--- config.mk ---
export PLATFORM = sky130hd
export DESIGN_NAME = tsp_cell
export DESIGN_NICKNAME = d
export VERILOG_FILES = /design/src/rtl/core/tsp_pkg.sv /design/src/rtl/core/tsp_cell.sv
export SDC_FILE = /design/constraint.sdc
export NUM_CORES = 1
export LEC_CHECK = 0
export ABC_AREA = 1
export BUFFER_PORTS_ARGS = -buffer_cell sky130_fd_sc_hd__buf_2
export CORE_UTILIZATION = 47
export DETAILED_ROUTE_END_ITERATION = 16
export HOLD_SLACK_MARGIN = 0.15
export PLACE_DENSITY = 0.78
export REMOVE_ABC_BUFFERS = 1
export SLEW_MARGIN = 40
export SYNTH_ARGS = -nofsm -noshare
export SYNTH_HDL_FRONTEND = slang
export SYNTH_SLANG_ARGS = --single-unit
--- constraint.sdc ---
create_clock -name clk -period 4.9 [get_ports clk]
set_input_delay 0.49 -clock clk [delete_from_list [all_inputs] [get_ports clk]]
set_output_delay 0.49 -clock clk [all_outputs]
set_load 0.1 [all_outputs]
--- src/rtl/core/tsp_pkg.sv ---
// tsp_pkg: shared types and codes for the two-sum pair finder
// no dependencies; imported by tsp_cell, two_sum_pair_finder and two_sum_pair_finder_tb
`timescale 1ns / 1ps

package tsp_pkg;

	localparam int OUT_IDX_W = 6;
	localparam int STATUS_W  = 2;

	localparam logic [STATUS_W-1:0] STATUS_PAIR     = 2'd0;
	localparam logic [STATUS_W-1:0] STATUS_NO_PAIR  = 2'd1;
	localparam logic [STATUS_W-1:0] STATUS_OVERFLOW = 2'd2;

	// control flags that travel with a request down the cell row
	typedef struct packed {
		logic active;
		logic hit;
		logic dup;
		logic last;
	} tok_ctl_t;

endpackage

--- src/rtl/core/tsp_cell.sv ---
// tsp_cell: one table entry of the pair finder plus the token register to the next cell
// depends on tsp_pkg
`timescale 1ns / 1ps

module tsp_cell
	import tsp_pkg::*;
#(
	parameter int VALUE_WIDTH = 32,
	parameter int IDX_W       = 6,
	parameter int CELL_IDX    = 0
) (
	input  logic                   clk,
	input  logic                   arst_n,
	input  tok_ctl_t               ctl_in,
	input  logic [VALUE_WIDTH:0]   comp_in,
	input  logic [VALUE_WIDTH-1:0] elem_in,
	input  logic [IDX_W-1:0]       idx_in,
	input  logic [IDX_W-1:0]       hit_idx_in,
	output tok_ctl_t               ctl_out,
	output logic [VALUE_WIDTH:0]   comp_out,
	output logic [VALUE_WIDTH-1:0] elem_out,
	output logic [IDX_W-1:0]       idx_out,
	output logic [IDX_W-1:0]       hit_idx_out
);

	localparam logic [IDX_W-1:0] MY_IDX = IDX_W'(CELL_IDX);

	logic                   valid_q;
	logic [VALUE_WIDTH-1:0] value_q;
	logic [IDX_W-1:0]       index_q;

	tok_ctl_t               ctl_q;
	logic [VALUE_WIDTH:0]   comp_q;
	logic [VALUE_WIDTH-1:0] elem_q;
	logic [IDX_W-1:0]       idx_q;
	logic [IDX_W-1:0]       hit_idx_q;

	logic     check;
	logic     at_slot;
	logic     hit_here;
	logic     dup_here;
	tok_ctl_t ctl_nxt;

	always_comb begin
		check    = ctl_in.active && (MY_IDX < idx_in) && valid_q && !ctl_in.hit;
		at_slot  = ctl_in.active && (MY_IDX == idx_in);
		hit_here = check && ({value_q[VALUE_WIDTH-1], value_q} == comp_in);
		dup_here = check && !hit_here && (value_q == elem_in);
		ctl_nxt     = ctl_in;
		ctl_nxt.hit = ctl_in.hit | hit_here;
		ctl_nxt.dup = ctl_in.dup | dup_here;
	end

	always_ff @(posedge clk or negedge arst_n) begin
		if (!arst_n) begin
			ctl_q   <= '0;
			valid_q <= 1'b0;
		end else begin
			ctl_q <= ctl_nxt;
			if (at_slot) begin
				valid_q <= !ctl_in.hit && !ctl_in.dup;
			end
		end
	end

	always_ff @(posedge clk) begin
		comp_q    <= comp_in;
		elem_q    <= elem_in;
		idx_q     <= idx_in;
		hit_idx_q <= hit_here ? index_q : hit_idx_in;
		if (at_slot) begin
			value_q <= elem_in;
			index_q <= idx_in;
		end else if (dup_here) begin
			index_q <= idx_in;
		end
	end

	assign ctl_out     = ctl_q;
	assign comp_out    = comp_q;
	assign elem_out    = elem_q;
	assign idx_out     = idx_q;
	assign hit_idx_out = hit_idx_q;

endmodule

==> Yosys cells after proc, flatten, opt, wreduce, memory -nomap -nowiden <==
Cells that the tools add are included.
{ "totals": {"output_inout_bits": 81, "ff_bits": 120, "in_bits": 83, "wordCells": 32} }
{ "classes": {"bitwise_logic": 2, "n_eq_ne": 2, "muxes": 3, "reduce_logical": 13, "n_lt_le_gt_ge": 1} }
{ "ops": {"columns": ["operator", "n"], "rows": [
  ["$eq 33x33->1", 1],
  ["$eq 32x32->1", 1],
  ["$mux 6", 3],
  ["$logic_and 1x1->1", 8],
  ["$logic_not 6->1", 1],
  ["$lt 1x6->1 const A", 1],
  ["$logic_not 1->1", 3],
  ["$or 1x1->1", 2],
  ["$reduce_bool 2->1", 1]
]} }

==> Depth between registers and ports, before layout <==
{ "depth": {"word_depth": 10, "depth_mapped": 11, "ltp_nobuf": 11} }

==> Worst setup path before layout <==
No wires, ideal clock.
{ "synth_timing": {"kind": "input to register", "startpoint": "in idx_in[0]", "endpoint": "reg value_q[0] (enable)", "arrival_time_ps": 1437, "setup_ps": 387, "setup_slack_ps": 3076, "required_ps": 4513, "stages": 3, "cell_sequence": "nor2_1 > nand4_1 > inv_1"} }
{ "synth_via": {"elab_chain_len": 2} }
{ "synth_lines": {"columns": ["element", "line_no", "rtl"], "rows": [
  ["start, declared", "tsp_cell.sv:17", "input logic [IDX_W-1:0] idx_in,"],
  ["$logic_not 6->1", "tsp_cell.sv:46", "at_slot = ctl_in.active && (MY_IDX == idx_in);"],
  ["$logic_and 1x1->1", "tsp_cell.sv:46", null],
  ["via at_slot", "tsp_cell.sv:39", "logic at_slot;"],
  ["end signal, assigned", "tsp_cell.sv:72", "value_q <= elem_in;"],
  ["end, declared", "tsp_cell.sv:29", "logic [VALUE_WIDTH-1:0] value_q;"]
]} }
The timed path passes the listed nets, and every way through them passes these cells.
A chain may end at the register's enable or synchronous reset.

==> Worst setup path after layout <==
{ "layout_timing": {"startpoint": "in idx_in[3]", "endpoint": "reg value_q[0] (enable)"} }
Same word-level chain as after synthesis.

==> impl_metrics.py <==
metrics = {
    "timing": {
        "fmax_ghz": 0.4654,
        "slew_viol_final": 0,
        "period_minus_slack_ns": 2.149,
        "setup_violations": 0,
        "fin_crit_sh_pct": 43.85,
        "tightest_slew_ns": 0.5238,
        "setup_tns_ns": 0,
        "rsz0062_at_grt": "false",
        "maxSlewHeadroom_pct": 65.32,
        "hold_viol_final": 0,
        "skew_ns": 0.008069,
    },
    "global_route": {
        "grt_pass1_wl_um": 16170,
        "antenna_found_initial": 0,
        "grt_max_degree": 25,
        "grt_pass1_vias": 3510,
        "grt_overflow": 0,
        "track_usage_pct": 24.55,
    },
    "clock_tree": {
        "root_buffer": "clkbuf_8",
        "cts_tree": "built",
        "clockBufferDepth": 2,
        "cts_sinks": 120,
        "clock_latency_ns": 0.49,
        "hold_buffers": 74,
        "numCtsBuffers": 17,
        "htreeDepth": 4,
        "postCtsSetupBuffers": 0,
        "cts_resized": 0,
        "clk_pin_slew_ns": 0.05,
    },
    "setup_path": {
        "cp-end-kind": "register",
        "worstPathMaxFanout": 24,
        "startpoint": "idx_in[3]",
        "rr_worst_depth": 10,
        "crit_required_ns": 5.05,
        "reg2reg_from": "value_q[4]",
        "worstPathArrival_ns": 2.30,
        "start_kind": "primary input",
        "timing.setup.critical_path_class": "in2reg",
    },
    "placed_design": {
        "gp_congestion": 0.7725,
        "dp.cells": 652,
        "io_buffers": 163,
        "placed_cell_area_um2": 5062,
        "hpwl_um": 6974,
    },
    "final_layout": {
        "drive_above_1_share_pct": 31.09,
        "layout_commonest_cell": "buf_2",
        "final_util_pct": 75.94,
        "antenna_cells": 0,
        "stdcell_area_um2": 6334,
        "final_cells": 758,
        "mostFrequentLayoutCells": "buf_2 (163), nand2_1 (100), dfxtp_1 (77), dlygate4sd3_1 (74), inv_1 (46)",
        "area_growth_pct": 54.19,
        "layout.nets": 723,
    },
    "outcome": {
        "outcome": "complete, no violations",
    },
    "synthesis": {
        "ys_seq_area_share_pct": 68.35,
        "yosys.area_share.simple_pct": 17.12,
        "syn_inst": 383,
        "synth.area.mux_share_pct": 0,
        "synth_top_family_by_area": "simple AND/OR/NAND/NOR gates",
        "synth_area_per_cell_um2": 10.73,
        "synth-seq-cells": 120,
        "yosys.area_share.adder_pct": 0,
        "synth-xor-area-share_pct": 9.382,
        "syn-cell-area_um2": 4108,
        "yosysWarnings": 0,
        "synth-compound-area-share_pct": 0.7615,
        "synth.distinct_cells": 21,
    },
    "routing": {
        "drt-initial-drc-count": 146,
        "wl_per_cell_um": 14.16,
        "drc": 0,
        "first_pass_iters": 4,
        "ant_nets": 0,
        "vias_per_cell": 4.570,
        "routed-via-count": 3464,
        "wl_um": 10730,
    },
    "die": {
        "num_rows": 33,
        "coreArea_um2": 8341,
        "dieHeight_um": 95.49,
        "start_util_pct": 49.25,
        "ios": 164,
        "die_w_um": 95.49,
        "die_area_um2": 9117,
    },
    "power": {
        "power_uw": 2624,
        "power_density_nw_per_um2": 414.3,
        "cellLeakagePower_uw": 0.003101,
        "ir_worst_vdd_uv": 330.5,
    },
    "worst_hold_path": {
        "hold_start": "hit_idx_in[3]",
        "hold_class": "in2reg",
        "min_path_cells": 3,
    },
    "run": {
        "max-cap-violations": 0,
    },
}
[path summary, 6_finish.rpt]
kind / endpoint / slack (ns)
max in group asynchronous: ctl_out[2] / 4.39
worst min register to register: valid_q / 0.49
worst max-delay path: value_q[0] / 2.75
worst min-delay path: hit_idx_out[3] / 0.19
worst max register to register: index_q[0] / 3.05
min in group asynchronous: ctl_out[3] / 0.37
[final cells by class]
cell class,count,area (µm²)
tap,105,131.4
timing repair buffer,238,1564
sequential,120,2808
clock inverter,9,73.82
multi-input combinational,215,1120
clock buffer,23,456.7
inverter,48,180.2
fill,579,2007
[per-layer routing]
layer  GRT usage (%)  wire, µm
met1           25.37      4220
met2           45.42      5721
met3           7.974       563
met4           9.950       227
met5               0         0
[power by group]
group | switching [µW] | internal (µW) | leakage (µW)
Clock | 410 | 693 | 0.000264
Combinational | 340 | 106 | 0.00179
Sequential | 11.0 | 1060 | 0.00105
[registers in the layout, indices dropped and copies added, names as in the netlist]
register / flops
comp_out: 33
ctl_out: 4
elem_out: 32
hit_idx_out: 6
idx_out: 6
index_q: 6
valid_q: 1
value_q: 32
[synth_stat cells]
cell type | n | share of area (%)
nor2_4 | 1 | 0.27
inv_2 | 2 | 0.18
nand2_2 | 2 | 0.30
nand3_1 | 5 | 0.61
nor2_8 | 1 | 0.49
dfrtp_1 | 5 | 3.0
nand3_2 | 1 | 0.24
xor2_1 | 33 | 7.0
inv_1 | 46 | 4.2
nor2_1 | 42 | 3.8
xnor2_1 | 11 | 2.3
nor2_2 | 3 | 0.46
nor3_1 | 2 | 0.24
o21ai_0 | 3 | 0.37
nand2_1 | 100 | 9.1
dfxtp_1 | 77 | 38
o31ai_1 | 1 | 0.18
a21oi_2 | 1 | 0.21
nand4_1 | 8 | 1.2
nand4_2 | 1 | 0.30
edfxtp_1 | 38 | 28
[kinds of logic after synthesis]
kind of cell,Yosys count
AND/OR/NAND/NOR,166
flip-flops,120
buffers and inverters,48
XOR/XNOR,44
AO/OA/AOI/OAI,5
[worst max-delay path, cell delays in order]
cell and delay (ns):
dlygate4sd3_1 0.53, buf_2 0.14, nor2_1 0.16, nand4_1 0.21, inv_1 0.35, buf_4 0.40
[through the flow]
step	hold WS [ns]	worst slack, ns
after floorplan	0.1944	3.076
after global placement	0.3202	2.912
after detailed placement	0.3205	2.823
after CTS	0.1694	2.792
after global routing	0.1667	2.601
final	0.1886	2.751
No activity file was read; power rests on OpenSTA's default activity.
